**src/hdl/prst_pkg.sv**
```systemverilog
// Shared types, constants and helpers for the protected resource slot table.
// Used by every module in this folder; it depends on nothing else.
package prst_pkg;

    localparam int SLOTS = 16;
    localparam int SLOT_W = (SLOTS > 1) ? $clog2(SLOTS) : 1;
    localparam int IDX_OUT_W = 4;
    localparam int OP_W = 3;

    localparam logic [OP_W-1:0] OP_ENABLE_LINK  = 3'd0;
    localparam logic [OP_W-1:0] OP_DISABLE_LINK = 3'd1;
    localparam logic [OP_W-1:0] OP_ENABLE_NODE  = 3'd2;
    localparam logic [OP_W-1:0] OP_DISABLE_NODE = 3'd3;
    localparam logic [OP_W-1:0] OP_FIND_LINK    = 3'd4;
    localparam logic [OP_W-1:0] OP_FIND_NODE    = 3'd5;

    // Key values held by one slot.
    typedef struct packed {
        logic [31:0] interface_index;
        logic [31:0] router_id;
        logic [7:0]  pseudonode_number;
    } t_entry;

    // One slot as seen by the compare unit.
    typedef struct packed {
        logic       link_flag;
        logic       node_flag;
        t_entry     keys;
        logic [SLOT_W-1:0] idx;
        logic       valid;
    } t_slot_rd;

    // Update of one slot.
    typedef struct packed {
        logic              we;
        logic [SLOT_W-1:0] addr;
        logic              link_flag;
        logic              node_flag;
        t_entry            keys;
    } t_slot_wr;

    // Verdict of the compare unit for the slot under test.
    typedef struct packed {
        logic   hit;
        logic   modify;
        logic   set_link;
        logic   set_node;
        t_entry keys;
    } t_match;

    // The result carries only the low bits of the slot number.
    function automatic logic [IDX_OUT_W-1:0] out_index(input logic [SLOT_W-1:0] idx);
        logic [31:0] wide;
        wide = 32'(idx);
        return wide[IDX_OUT_W-1:0];
    endfunction

endpackage

```
**src/hdl/prst_slot_store.sv**
```systemverilog
// Slot storage: per-slot flags in flip-flops, cleared at reset, and a key memory.
// One read port with registered data, one write port. Depends on prst_pkg.
module prst_slot_store (
    input  logic                             i_clk,
    input  logic                             i_rst_n,
    input  logic                             i_rd_en,
    input  logic [prst_pkg::SLOT_W-1:0]      i_rd_addr,
    input  prst_pkg::t_slot_wr               i_wr,
    output prst_pkg::t_slot_rd               o_rd
);

    logic [prst_pkg::SLOTS-1:0] r_link_flag;
    logic [prst_pkg::SLOTS-1:0] r_node_flag;
    prst_pkg::t_entry           r_keys [prst_pkg::SLOTS];
    prst_pkg::t_slot_rd         r_rd;

    // Flags clear at reset; a cleared slot never compares its keys, so the
    // key memory needs no reset.
    always_ff @(posedge i_clk) begin
        if (!i_rst_n) begin
            r_link_flag <= '0;
            r_node_flag <= '0;
        end else if (i_wr.we) begin
            r_link_flag[i_wr.addr] <= i_wr.link_flag;
            r_node_flag[i_wr.addr] <= i_wr.node_flag;
        end
    end

    always_ff @(posedge i_clk) begin
        if (i_wr.we) begin
            r_keys[i_wr.addr] <= i_wr.keys;
        end
    end

    always_ff @(posedge i_clk) begin
        if (!i_rst_n) begin
            r_rd.valid <= 1'b0;
        end else begin
            r_rd.valid <= i_rd_en;
        end
        r_rd.link_flag <= r_link_flag[i_rd_addr];
        r_rd.node_flag <= r_node_flag[i_rd_addr];
        r_rd.keys      <= r_keys[i_rd_addr];
        r_rd.idx       <= i_rd_addr;
    end

    assign o_rd = r_rd;

endmodule

```
**src/hdl/prst_match.sv**
```systemverilog
// Shared compare unit: judges one slot against the operation and its keys.
// Decides hit, whether the slot changes, and the new slot contents. Depends on prst_pkg.
module prst_match (
    input  logic [prst_pkg::OP_W-1:0] i_op,
    input  prst_pkg::t_entry          i_keys,
    input  prst_pkg::t_slot_rd        i_slot,
    output prst_pkg::t_match          o_match
);

    logic free_slot;
    logic link_eq;
    logic node_eq;

    assign free_slot = !i_slot.link_flag && !i_slot.node_flag;
    assign link_eq   = i_slot.link_flag &&
                       (i_slot.keys.interface_index == i_keys.interface_index);
    assign node_eq   = i_slot.node_flag &&
                       (i_slot.keys.router_id == i_keys.router_id) &&
                       (i_slot.keys.pseudonode_number == i_keys.pseudonode_number);

    always_comb begin
        o_match = '0;
        unique case (i_op)
            prst_pkg::OP_ENABLE_LINK: begin
                o_match.hit    = free_slot;
                o_match.modify = 1'b1;
                o_match.set_link = 1'b1;
                o_match.keys.interface_index = i_keys.interface_index;
            end
            prst_pkg::OP_DISABLE_LINK: begin
                o_match.hit    = link_eq;
                o_match.modify = 1'b1;
            end
            prst_pkg::OP_ENABLE_NODE: begin
                o_match.hit    = free_slot;
                o_match.modify = 1'b1;
                o_match.set_node = 1'b1;
                o_match.keys.router_id = i_keys.router_id;
                o_match.keys.pseudonode_number = i_keys.pseudonode_number;
            end
            prst_pkg::OP_DISABLE_NODE: begin
                o_match.hit    = node_eq;
                o_match.modify = 1'b1;
            end
            prst_pkg::OP_FIND_LINK: begin
                o_match.hit = link_eq;
            end
            prst_pkg::OP_FIND_NODE: begin
                o_match.hit = node_eq;
            end
            default: begin
                o_match = '0;
            end
        endcase
    end

endmodule

```
**src/hdl/protected_resource_slot_table.sv**
```systemverilog
// Top level of the protected resource slot table: command port and scan sequencer.
// Instantiates prst_slot_store and prst_match; depends on prst_pkg.
//
// Usage: raise start with op and the key fields; the item is taken at the
// rising edge where start is high and busy is low. Busy then stays high
// while the sequencer walks the slots from slot 0 upward, one slot per
// cycle, through the single compare unit. The key memory has a registered
// read port, so each slot is judged in the cycle after its address is issued.
// Enable claims the lowest free slot, disable clears the lowest matching
// slot, find reports the lowest matching slot; an undefined op matches
// nothing. The scan stops at the first hit.
// A miss ends the scan once the last slot has been judged. Busy falls in the
// cycle the result is shown, so the next item can be accepted at the end
// of that cycle.
// The result (o_found, o_slot_index) is shown for exactly one cycle with
// o_valid high; the receiver cannot stall it. o_slot_index is the low four
// bits of the slot number and is zero when o_found is low.
// Reset is synchronous and active low: all flags clear at once, so the
// table is empty and the block is idle in the first cycle after reset.
module protected_resource_slot_table (
    input  logic                                i_clk,
    input  logic                                i_rst_n,
    input  logic                                start,
    output logic                                busy,
    input  logic [prst_pkg::OP_W-1:0]           i_op,
    input  logic [31:0]                         i_interface_index,
    input  logic [31:0]                         i_router_id,
    input  logic [7:0]                          i_pseudonode_number,
    output logic                                o_valid,
    output logic                                o_found,
    output logic [prst_pkg::IDX_OUT_W-1:0]      o_slot_index
);

    typedef enum logic [1:0] {
        ST_IDLE,
        ST_SCAN
    } t_state;

    localparam logic [prst_pkg::SLOT_W-1:0] LAST_SLOT = prst_pkg::SLOT_W'(prst_pkg::SLOTS - 1);

    t_state                          r_state;
    logic [prst_pkg::OP_W-1:0]       r_op;
    prst_pkg::t_entry                r_keys;
    logic [prst_pkg::SLOT_W-1:0]     r_idx;
    logic                            r_issue;
    logic                            r_valid;
    logic                            r_found;
    logic [prst_pkg::IDX_OUT_W-1:0]  r_slot_index;

    prst_pkg::t_slot_rd              slot_rd;
    prst_pkg::t_match                match;
    prst_pkg::t_slot_wr              slot_wr;
    logic                            accept;
    logic                            judge;
    logic                            finish;

    assign accept = start && (r_state == ST_IDLE);
    // A slot read is judged only while this item's scan is running.
    assign judge  = (r_state == ST_SCAN) && slot_rd.valid;
    assign finish = judge && (match.hit || (slot_rd.idx == LAST_SLOT));

    prst_slot_store u_store (
        .i_clk     (i_clk),
        .i_rst_n   (i_rst_n),
        .i_rd_en   (r_issue && (r_state == ST_SCAN) && !finish),
        .i_rd_addr (r_idx),
        .i_wr      (slot_wr),
        .o_rd      (slot_rd)
    );

    prst_match u_match (
        .i_op    (r_op),
        .i_keys  (r_keys),
        .i_slot  (slot_rd),
        .o_match (match)
    );

    // A hit on a modifying operation rewrites that slot; a disable writes
    // cleared flags and zero keys.
    always_comb begin
        slot_wr.we        = judge && match.hit && match.modify;
        slot_wr.addr      = slot_rd.idx;
        slot_wr.link_flag = match.set_link;
        slot_wr.node_flag = match.set_node;
        slot_wr.keys      = match.keys;
    end

    always_ff @(posedge i_clk) begin
        if (!i_rst_n) begin
            r_state <= ST_IDLE;
            r_issue <= 1'b0;
            r_valid <= 1'b0;
            r_found <= 1'b0;
            r_slot_index <= '0;
            r_idx   <= '0;
        end else begin
            // The result strobe lasts exactly the cycle after the scan ends.
            r_valid <= finish;
            unique case (r_state)
                ST_IDLE: begin
                    if (accept) begin
                        r_state <= ST_SCAN;
                        r_idx   <= '0;
                        r_issue <= 1'b1;
                    end
                end
                ST_SCAN: begin
                    if (finish) begin
                        r_state      <= ST_IDLE;
                        r_issue      <= 1'b0;
                        r_found      <= match.hit;
                        r_slot_index <= match.hit ? prst_pkg::out_index(slot_rd.idx) : '0;
                    end else if (r_issue) begin
                        // Address issue runs ahead of the compare by one slot.
                        if (r_idx == LAST_SLOT) begin
                            r_issue <= 1'b0;
                        end else begin
                            r_idx <= r_idx + 1'b1;
                        end
                    end
                end
                default: begin
                    r_state <= ST_IDLE;
                end
            endcase
        end
    end

    always_ff @(posedge i_clk) begin
        if (accept) begin
            r_op                  <= i_op;
            r_keys.interface_index   <= i_interface_index;
            r_keys.router_id         <= i_router_id;
            r_keys.pseudonode_number <= i_pseudonode_number;
        end
    end

    assign busy         = (r_state != ST_IDLE);
    assign o_valid      = r_valid;
    assign o_found      = r_found;
    assign o_slot_index = r_slot_index;

`ifndef NO_ASSERTIONS
    a_accept_busy: assert property (@(posedge i_clk) disable iff (!i_rst_n)
        accept |=> busy)
        else $error("accepted item did not start a scan");
    a_result_idle: assert property (@(posedge i_clk) disable iff (!i_rst_n)
        r_valid |-> !busy)
        else $error("result shown while scan still running");
    a_miss_zero: assert property (@(posedge i_clk) disable iff (!i_rst_n)
        (r_valid && !r_found) |-> (r_slot_index == '0))
        else $error("miss carries a nonzero slot index");
    a_write_in_scan: assert property (@(posedge i_clk) disable iff (!i_rst_n)
        slot_wr.we |-> (finish && (r_state == ST_SCAN)))
        else $error("slot written outside the finishing scan step");
    a_write_one_result: assert property (@(posedge i_clk) disable iff (!i_rst_n)
        slot_wr.we |=> (r_valid && r_found))
        else $error("slot update without a found result");
`endif

endmodule
```
**config.mk**
```make
export PLATFORM = sky130hd
export DESIGN_NAME = protected_resource_slot_table
export DESIGN_NICKNAME = d
export VERILOG_FILES = /design/src/hdl/prst_pkg.sv /design/src/hdl/prst_slot_store.sv /design/src/hdl/prst_match.sv /design/src/hdl/protected_resource_slot_table.sv
export SDC_FILE = /design/constraint.sdc
export NUM_CORES = 1
export LEC_CHECK = 0
export BUFFER_PORTS_ARGS = -buffer_cell sky130_fd_sc_hd__buf_2
export CAP_MARGIN = 10
export CORE_ASPECT_RATIO = 0.7
export CORE_UTILIZATION = 30
export DETAILED_ROUTE_END_ITERATION = 10
export GPL_ROUTABILITY_DRIVEN = 0
export PLACE_DENSITY = 0.47
export SYNTH_ARGS = -nofsm -noshare
export SYNTH_HDL_FRONTEND = slang
export SYNTH_HIERARCHICAL = 1
export SYNTH_SLANG_ARGS = --single-unit
```
**constraint.sdc**
```tcl
create_clock -name i_clk -period 8.05 [get_ports i_clk]
set_clock_uncertainty 0.05 [all_clocks]
set_input_delay 2.0125 -clock i_clk [delete_from_list [all_inputs] [get_ports i_clk]]
set_output_delay 2.0125 -clock i_clk [all_outputs]
set_load 0.01 [all_outputs]
```
==> results of run 1 <==
==> synth_stat cells (3+ instances only) <==
library cell | count | area (µm²)
mux4_2 | 296 | 6670
xor2_1 | 3 | 26.3
a21oi_1 | 6 | 30.0
a22oi_1 | 148 | 1110
a21boi_1 | 32 | 240
nand4_1 | 21 | 131
clkbuf_1 | 64 | 240
nor2b_1 | 4 | 25.0
and2_1 | 77 | 482
nor3_1 | 3 | 15.0
nor2_1 | 23 | 86.3
buf_1 | 13 | 48.8
buf_4 | 15 | 113
nand3b_1 | 3 | 22.5
o21ai_1 | 29 | 145
o21ai_0 | 5 | 25.0
nor4_1 | 3 | 18.8
xnor2_1 | 71 | 622
dfxtp_1 | 123 | 2460
buf_6 | 14 | 158
buf_2 | 23 | 115
nand3_1 | 45 | 225
nand2_1 | 83 | 312
nor3b_1 | 3 | 22.5
nand2b_1 | 3 | 18.8
edfxtp_1 | 1227 | 36800
==> cell usage in the layout (no fill, tap or decap), types with 3 or more instances in the layout <==
cell,netlist,routed
xnor2_1,71,71
nor2_4,0,17
nand2b_1,3,3
clkbuf_16,0,140
o21ai_0,5,5
inv_6,0,8
mux4_2,296,296
a21oi_1,6,6
bufinv_16,0,4
edfxtp_1,1227,1227
a22oi_1,148,148
nor2_1,23,6
buf_16,0,4
clkinv_2,0,19
diode_2,0,3
and2_1,77,76
a21boi_1,32,32
nand4_1,21,21
nand3b_1,3,3
xor2_1,3,3
nor4_1,3,3
nand2_1,83,83
dfxtp_1,123,121
clkinvlp_4,0,4
clkbuf_8,0,12
buf_4,15,37
buf_2,23,84
buf_12,0,12
clkinv_1,1,21
nand3_1,45,45
clkbuf_1,64,36
o21ai_1,29,29
==> stage by stage <==
step                hold WS [ns]  instances  total power, mW  setup WS, ns
CTS                        0.431       4836             14.3          2.14
global placement           0.413       4585             8.21          2.25
floorplan                  0.327       2360             8.06          2.20
finish                     0.430       4840             14.2          2.63
detailed placement         0.423       4589             8.21          2.14
global route               0.462       4837             14.6          2.29
==> sequential cells by signal (all words and copies together) (netlist names), 3 cells and up <==
name,count
o_slot_index,4
u_store/o_rd,79
u_store/r_link_flag,16
r_keys,72
r_op,3
u_store/r_keys,1152
r_idx,4
u_store/r_node_flag,16
==> routing by layer <==
metal,wire (µm),global-route usage [%],vias up
li1,-,-,10100
met1,61800,22.6,12900
met2,58300,23.3,697
met3,6370,2.41,151
met4,2110,3.62,2
met5,10,0,-
==> power by group <==
part / switching (mW) / internal [mW]
Sequential: 0.0319 / 7.63
Clock: 2.66 / 3.45
Combinational: 0.223 / 0.157
==> cell type report <==
| cell class | instances | area (µm²) | share of cell area, % |
|---|---|---|---|
| multi-input cells | 878 | 10600 | 18.2 |
| diodes | 3 | 7.51 | 0.0129 |
| inverters | 3 | 13.8 | 0.0237 |
| well taps | 2222 | 2780 | 4.80 |
| flip-flops and latches | 1350 | 39300 | 67.8 |
| repair buffers | 137 | 1050 | 1.81 |
| clock inverters | 59 | 448 | 0.773 |
| clock buffers | 188 | 3800 | 6.56 |
==> critical path: cells and delay by family (launching register included) <==
family,cells,cell delay [ns]
AND/OR/NAND/NOR,8,3.16
flip-flops,1,0.41
XOR/XNOR,1,0.18
buffers and inverters,2,1.13
==> cell families after synthesis <==
group / share of synthesized area [%]
adders and majority gates: 0.0248
xor gates and xnor gates: 1.29
and+or+nand+nor: 2.86
DFF: 78.0
AOI/OAI and AO/OA: 3.20
muxes: 13.3
buffers and inverters: 1.36
==> path summary, 6_finish.rpt <==
| path | start | endpoint | slack, ns | cells after the start |
|---|---|---|---|---|
| max | r_keys[31] | u_store/r_keys[1][62] | 2.63 | 11 |
| min | u_store/r_node_flag[10] | u_store/r_node_flag[10] | 0.43 | 2 |
| max reg2reg | r_keys[31] | u_store/r_keys[1][62] | 2.63 | 11 |
| min reg2reg | u_store/r_node_flag[10] | u_store/r_node_flag[10] | 0.43 | 2 |
==> flow_summary_export.csv, run 1 <==
group,metric,value,unit
timing,relSlewSlack,19.4,%
clocking,clk_latency,0.75,ns
setup_path,crit_chain,"xnor2_1 > nand3_1 > nor4_1 > nand3_1 > nand3_1 > and3_2 > and2_1 > or3b_1 > nor2_4 > buf_4 > buf_4",
clocking,cts_setup_buffers,0,
timing,final_hold_viol_count,0,
clocking,clkSlewWorstSetupHoldPaths,0.06,ns
global_routing,overflow,0,
floorplanning,ioPinCount,85,
setup_path,worstSetupPathType,"flip-flop to flip-flop",
timing,finalCriticalPeriod,5.42,ns
detailed_routing,drc,6,
placement,dp.final_hpwl,72.5,mm
synthesis,syn_nets,2439,
setup_path,critPathSlowestCell,"nor4_1",
synthesis,synth_cell_types,43,
worst_hold_path,min_path_type,"flip-flop to flip-flop",
timing,worst_pin_slew,1.20,ns
floorplanning,row_count,125,
cells_and_area,final_nets,2585,
global_routing,grt_pass1_vias,24900,
setup_path,cp_max_fo,42,
timing,final.period_utilization,67.4,%
detailed_routing,vias,23800,
clocking,cts-hold-fix-buffers,0,
detailed_routing,firstDrtPassIters,8,
detailed_routing,ant_nets,0,
placement,placed_cell_area,53700,µm²
synthesis,synth-async-reset-ratio,0,%
cells_and_area,area_growth,15.0,%
setup_path,cp.arrival,5.74,ns
synthesis,synth_edf_count,1227,
clocking,cts_max_level,4,
global_routing,antenna_found_initial,15,
setup_path,slowest_delay,0.81,ns
run_status,violations,"DRC",
cells_and_area,final_core_util,34.8,%
clocking,cts_tree,"built",
synthesis,syn_area,50400,µm²
clocking,cts_made_buffers,136,
power_and_ir_drop,p_leak,17.5,nW
synthesis,synthCells,2360,
cells_and_area,design_area,58000,µm²
timing,rsz0062_at_grt,"false",
synthesis,ys_seq_elements,1350,
flow_run,maxCapViolCount,0,
global_routing,grt_max_degree,132,
detailed_routing,routedWlPerCell,26.6,µm
setup_path,end_kind,"flip-flop",
run_status,status,"finished, violations left",
global_routing,grt.total_usage,15.2,%
synthesis,ys_seq_area_share,78.0,%
timing,final-setup-viol-count,0,
cells_and_area,drive_gt1_share,25.1,%
floorplanning,fp.dieH,345,µm
clocking,root_buffer,"clkbuf_16",
timing,fmax,0.184,GHz
detailed_routing,viasPerCell,4.93,
synthesis,yosys_most_used_dff,"edfxtp_1",
cells_and_area,fillers,15500,
clocking,cts_buffer_depth,3,
clocking,cts_sinks,1350,
synthesis,yosysWarnings,6,
setup_path,cpMostUsedCell,"nand3_1",
power_and_ir_drop,powerDensity,244,nW/µm²
floorplanning,start_util,30.3,%
detailed_routing,drt_iter0_markers,1987,
detailed_routing,wl,129,mm
setup_path,worstSetupStartpointType,"flip-flop",
placement,portBuffers,84,
setup_path,worstPathRequired,8.36,ns
timing,tns,0,ns
floorplanning,dieArea,170000,µm²
synthesis,synth_area_per_cell,21.4,µm²
timing,slew_violations,0,
global_routing,grt_pass1_wl,185,mm
clocking,cts-resized-gates,0,
floorplanning,core_area,166000,µm²
floorplanning,die-width,492,µm
power_and_ir_drop,peakVddDrop,0.000206,V
No activity file was read; power rests on OpenSTA's default activity.
==> run 2: changes to the inputs <==
==> constraint.sdc (replaced) <==
create_clock -name i_clk -period 5.6 [get_ports i_clk]
set_clock_uncertainty 0.05 [all_clocks]
set_input_delay 1.4 -clock i_clk [delete_from_list [all_inputs] [get_ports i_clk]]
set_output_delay 1.4 -clock i_clk [all_outputs]
set_load 0.01 [all_outputs]
==> run 2 against run 1 <==
Net effect: the run still ends with DRC left; critical endpoint is now u_store/r_keys[10][29]; sequential power rose by 43%; hold slack worse by 0.0049 ns; combinational power grew 57%.
==> flow_summary_export.csv, run 2 (same netlist as run 1, synthesis figures left out) <==
group,metric,value,unit
global_routing,antenna_found_initial,12,
placement,placed_cell_area,53900,µm²
power_and_ir_drop,p_leak,17.6,nW
timing,slew_violations,0,
timing,final-setup-viol-count,0,
setup_path,crit_chain,"xor2_1 > nand4_1 > nor4_1 > nand3_1 > nand3_1 > and3_2 > and2_1 > nand3b_1 > nor2_4 > buf_12",
floorplanning,fp.dieH,345,µm
floorplanning,dieArea,170000,µm²
clocking,cts-hold-fix-buffers,0,
detailed_routing,vias,24400,
cells_and_area,final_nets,2585,
placement,post-place-ws,1.12,ns
setup_path,cp.arrival,4.84,ns
global_routing,grt.total_usage,16.3,%
detailed_routing,drc,9,
floorplanning,core_area,166000,µm²
setup_path,critPathSlowestCell,"nand3b_1",
global_routing,grt_max_degree,73,
cells_and_area,ff_latch_area,39300,µm²
cells_and_area,fillers,15400,
clocking,cts-resized-gates,0,
clocking,clkSlewWorstSetupHoldPaths,0.06,ns
cells_and_area,final_cell_mix,"1227 x edfxtp_1, 296 x mux4_2, 148 x a22oi_1, 139 x clkbuf_16, 121 x dfxtp_1",
setup_path,cpMostUsedCell,"nand3_1",
cells_and_area,area_growth,15.7,%
clocking,cts_made_buffers,132,
setup_path,critPathTopFamily,"simple AND/OR/NAND/NOR gates",
cells_and_area,largest_reg_flops,1152,
setup_path,worstPathRequired,5.92,ns
floorplanning,row_count,125,
worst_hold_path,min_path_type,"flip-flop to flip-flop",
placement,dp.final_hpwl,83.5,mm
timing,layout_setup_ws,1.08,ns
timing,finalCriticalPeriod,4.52,ns
run_status,status,"finished, violations left",
placement,portBuffers,84,
detailed_routing,drt_iter0_markers,2488,
clocking,root_buffer,"clkbuf_16",
detailed_routing,ant_nets,0,
timing,fmax,0.221,GHz
detailed_routing,firstDrtPassIters,8,
placement,place_inst,4593,
setup_path,worstSetupPathType,"flip-flop to flip-flop",
clocking,cts_max_level,4,
power_and_ir_drop,peakVddDrop,0.000198,V
clocking,cts_sinks,1350,
cells_and_area,multi_input_area,10600,µm²
setup_path,cp_max_fo,72,
clocking,cts_buffer_depth,3,
global_routing,overflow,0,
floorplanning,ioPinCount,85,
power_and_ir_drop,power,20.6,mW
setup_path,end_kind,"flip-flop",
timing,final_hold_viol_count,0,
cells_and_area,top_register,"u_store/r_keys",
global_routing,grt_pass1_vias,24500,
flow_run,maxCapViolCount,0,
timing,relSlewSlack,32.2,%
floorplanning,start_util,30.3,%
clocking,cts_setup_buffers,0,
setup_path,worstSetupStartpointType,"flip-flop",
floorplanning,die-width,492,µm
cells_and_area,final_common_cell,"edfxtp_1",
timing,whs,0.425,ns
timing,worst_pin_slew,1.02,ns
cells_and_area,drive_gt1_share,25.2,%
detailed_routing,wl,138,mm
setup_path,slowest_delay,0.55,ns
cells_and_area,final_core_util,35.0,%
clocking,clk_latency,0.75,ns
setup_path,cp_num_buf_inv,1,
run_status,violations,"DRC",
cells_and_area,fin_cells,4844,
power_and_ir_drop,powerDensity,353,nW/µm²
global_routing,grt_pass1_wl,195,mm
cells_and_area,design_area,58300,µm²
timing,final.period_utilization,80.8,%
timing,rsz0062_at_grt,"false",
detailed_routing,routedWlPerCell,28.6,µm
clocking,cts_tree,"built",
timing,tns,0,ns
detailed_routing,viasPerCell,5.04,
-- run 2: tightest hold or removal path, delay by kind of cell (launching register included) --
family / cells / cell delay, ns
flip-flops: 1 / 0.31
AND/OR/NAND/NOR: 1 / 0.06
AO/OA/AOI/OAI: 1 / 0.06
-- run 2: final timing paths --
check	startpoint	to	slack [ns]	depth (start not counted)
worst max-delay path	r_op[2]	u_store/r_keys[10][29]	1.08	10
worst min-delay path	o_slot_index[2]	o_slot_index[2]	0.43	2
worst max register to register	r_op[2]	u_store/r_keys[10][29]	1.08	10
worst min register to register	o_slot_index[2]	o_slot_index[2]	0.43	2
-- run 2: power by group --
group          total, mW  switching [mW]  internal (mW)
Combinational      0.596           0.360          0.236
Clock               8.99            3.84           5.14
Sequential          11.0          0.0527           11.0
Total               20.6            4.25           16.4
-- run 2: cell type report --
| cell class | instances | share of cell area, % |
|---|---|---|
| diodes | 7 | 0.0300 |
| clock buffers | 172 | 6.28 |
| clock inverters | 71 | 1.17 |
| inverters | 3 | 0.0236 |
| multi-input cells | 878 | 18.1 |
| flip-flops and latches | 1350 | 67.4 |
| well taps | 2222 | 4.77 |
| repair buffers | 141 | 2.21 |
-- run 2: per-layer routing --
metal | vias up | GRT usage, % | part of all wire [%]
li1 | 10100 | - | -
met1 | 13400 | 25.1 | 49
met5 | - | 0 | 0
met4 | 0 | 3.96 | 1.7
met2 | 787 | 23.8 | 44
met3 | 165 | 2.69 | 5.7
==> run 3: changes to the inputs <==
--- a/config.mk
+++ b/config.mk
@@ -5,6 +5,7 @@
 export SDC_FILE = /design/constraint.sdc
 export NUM_CORES = 1
 export LEC_CHECK = 0
+export ABC_AREA = 1
 export BUFFER_PORTS_ARGS = -buffer_cell sky130_fd_sc_hd__buf_2
 export CAP_MARGIN = 10
 export CORE_ASPECT_RATIO = 0.7
==> constraint.sdc (replaced) <==
create_clock -name i_clk -period 4.7 [get_ports i_clk]
set_clock_uncertainty 0.05 [all_clocks]
set_input_delay 1.175 -clock i_clk [delete_from_list [all_inputs] [get_ports i_clk]]
set_output_delay 1.175 -clock i_clk [all_outputs]
set_load 0.01 [all_outputs]
==> run 3 against run 2 <==
Net effect: the flow now finishes without violations; final area grew 12%; count of clock-buffer cells in the layout increased by 18; utilization fell by 0.45 points; register-to-register slack got worse by 0.82 ns; highest routed layer is now met5; critical path type unchanged; wire length up 16%; clock power increased by 20%; combinational power grew 81%.
==> flow_summary_export.csv, run 3 <==
group,metric,value,unit
run_status,status,"finished, final reports clean",
clocking,cts_tree,"built",
synthesis,yosysTopAreaCell,"edfxtp_1",
cells_and_area,final_nets,5770,
timing,finalCriticalPeriod,4.44,ns
setup_path,cp.arrival,4.82,ns
detailed_routing,viasPerCell,4.47,
synthesis,synth_cell_types,27,
cells_and_area,drive_gt1_share,7.66,%
clocking,cts_setup_buffers,0,
floorplanning,start_util,30.2,%
synthesis,yosys_most_used_dff,"edfxtp_1",
global_routing,antenna_found_initial,7,
power_and_ir_drop,powerDensity,386,nW/µm²
synthesis,syn_area,56900,µm²
setup_path,crit_path_start,"r_op[1]",
detailed_routing,ant_nets,0,
global_routing,grt.total_usage,16.8,%
setup_path,critPathSlowestCell,"edfxtp_1",
worst_hold_path,hp-start,"u_store/r_link_flag[14]",
clocking,clkSlewWorstSetupHoldPaths,0.06,ns
synthesis,synthCells,5603,
clocking,cts_made_buffers,134,
setup_path,r2r-start,"r_op[1]",
cells_and_area,area_growth,14.4,%
power_and_ir_drop,peakVddDrop,0.000361,V
cells_and_area,largest_reg_flops,1152,
timing,slew_violations,0,
synthesis,ys_seq_area_share,69.1,%
power_and_ir_drop,power,25.1,mW
timing,relSlewSlack,15.2,%
global_routing,grt_pass1_wl,240,mm
clocking,cts_max_level,4,
clocking,root_buffer,"clkbuf_16",
clocking,clk_latency,0.78,ns
cells_and_area,multi_input_area,12400,µm²
power_and_ir_drop,p_leak,27.6,nW
floorplanning,die-width,522,µm
setup_path,crit_chain,"o21ai_1 > nand2_1 > nor2_1 > nand2_1 > nor2_1 > nand3_1 > nand3_1 > nand2_2 > nor2_1 > nand2_1 > nor2_1 > nand2_1 > inv_6 > buf_4",
setup_path,worstSetupPathType,"flip-flop to flip-flop",
cells_and_area,final_common_cell,"nand2_1",
placement,portBuffers,84,
cells_and_area,final_cell_mix,"1765 x nand2_1, 1227 x edfxtp_1, 1040 x inv_1, 902 x nand3_1, 154 x nor2_1",
placement,dp.final_hpwl,87.3,mm
floorplanning,core_area,188000,µm²
timing,final-setup-viol-count,0,
synthesis,synth_area_per_cell,10.1,µm²
timing,final_hold_viol_count,0,
synthesis,synth-async-reset-ratio,0,%
floorplanning,row_count,133,
cells_and_area,fillers,19000,
floorplanning,ioPinCount,85,
detailed_routing,routedWlPerCell,19.4,µm
floorplanning,dieArea,191000,µm²
timing,worst_pin_slew,1.27,ns
synthesis,synth_top_area_share,64.8,%
global_routing,grt_pass1_vias,35500,
flow_run,maxCapViolCount,0,
synthesis,synth_top_cells_by_area,"edfxtp_1 65%, nand2_1 12%, nand3_1 7.9%",
detailed_routing,drc,0,
timing,fmax,0.225,GHz
cells_and_area,ff_latch_area,39300,µm²
detailed_routing,wl,161,mm
synthesis,syn_nets,5682,
detailed_routing,firstDrtPassIters,7,
synthesis,yosysWarnings,6,
global_routing,overflow,0,
timing,rsz0062_at_grt,"false",
cells_and_area,top_register,"u_store/r_keys",
placement,place_inst,8050,
setup_path,cp_max_fo,31,
worst_hold_path,min_path_type,"flip-flop to flip-flop",
synthesis,synthTopCellsByCount,"1765 x nand2_1, 1227 x edfxtp_1, 1053 x inv_1",
setup_path,end_kind,"flip-flop",
floorplanning,fp.dieH,366,µm
cells_and_area,final_core_util,34.6,%
cells_and_area,fin_cells,8298,
setup_path,slowest_delay,0.48,ns
detailed_routing,vias,37100,
clocking,cts_buffer_depth,3,
synthesis,yosysMostFrequentCell,"nand2_1",
clocking,cts-hold-fix-buffers,0,
timing,final.period_utilization,94.5,%
detailed_routing,drt_iter0_markers,3467,
synthesis,ys_seq_elements,1350,
setup_path,r2r_setup_slack,0.26,ns
setup_path,worstPathRequired,5.08,ns
clocking,cts_sinks,1350,
global_routing,grt_max_degree,208,
synthesis,synth_edf_count,1227,
setup_path,worstSetupStartpointType,"flip-flop",
[run 3: cell types whose count changed in the layout (fill, tap and decap cells not counted), moves of 60 or more]
cell and delta:
nand2_1 +1682, inv_1 +1039, nand3_1 +857, mux4_2 -296
a22oi_1 -148, nor2_1 +148, and2_1 -76, buf_4 +67
xnor2_1 -60
[run 3: metrics by stage]
| stage | TNS (ns) | cell area, µm² | setup WS [ns] | hold WS (ns) |
|---|---|---|---|---|
| 5_1_grt | 0 | 65000 | 0.0376 | 0.434 |
| 3_5_place_dp | 0 | 60700 | 0.173 | 0.394 |
| 2_1_floorplan | -131.26 | 56900 | -0.532 | 0.342 |
| 6_report | 0 | 65000 | 0.257 | 0.410 |
| 3_3_place_gp | 0 | 60700 | 0.180 | 0.391 |
| 4_1_cts | 0 | 65000 | 0.172 | 0.403 |
[run 3: power breakdown]
| part | internal, mW | switching (mW) |
|---|---|---|
| Combinational | 0.297 | 0.787 |
| Sequential | 13.1 | 0.0825 |
| Clock | 6.08 | 4.74 |
| Total | 19.5 | 5.61 |
[run 3: area by class of cell]
cell class	instances	share of cell area (%)
antenna	2	0.00769
clock buffer	190	5.81
clock inverter	54	0.808
inverter	1065	6.27
multi-input combinational	2931	19.1
sequential	1350	60.5
tap	2497	4.80
timing repair buffer	209	2.76
[run 3: cell families after synthesis]
group | count (synthesis) | share of synthesized area [%]
AND/OR/NAND/NOR | 2843 | 20.9
XOR/XNOR | 16 | 0.246
AO/OA/AOI/OAI | 71 | 0.634
flip-flops | 1350 | 69.1
adder cells (fa/ha/maj) | 1 | 0.0220
buffers and inverters | 1322 | 9.10
[run 3: worst paths after layout]
kind	to	depth (start not counted)
max	u_store/r_keys[2][45]	14
max reg2reg	u_store/r_keys[2][45]	14
min reg2reg	u_store/r_link_flag[14]	2
min	u_store/r_link_flag[14]	2
[run 3: worst max-delay path, delay by kind of cell, from the launching register on]
kind | cells | cell delay (ns)
AND/OR/NAND/NOR | 11 | 2.34
buffers and inverters | 2 | 0.76
flip-flops | 1 | 0.48
AO/OA/AOI/OAI | 1 | 0.46
[run 3: metal layers]
metal	routed length, µm	track usage [%]
met5	13	0
met3	8160	2.57
met2	69500	24.8
met1	80900	25.5
met4	2540	3.79
[run 3: timing repair]
action | CTS | global route
resized for setup | 0 | 1
hold endpoints to repair | 0 | 0
setup endpoints to repair | 0 | 428
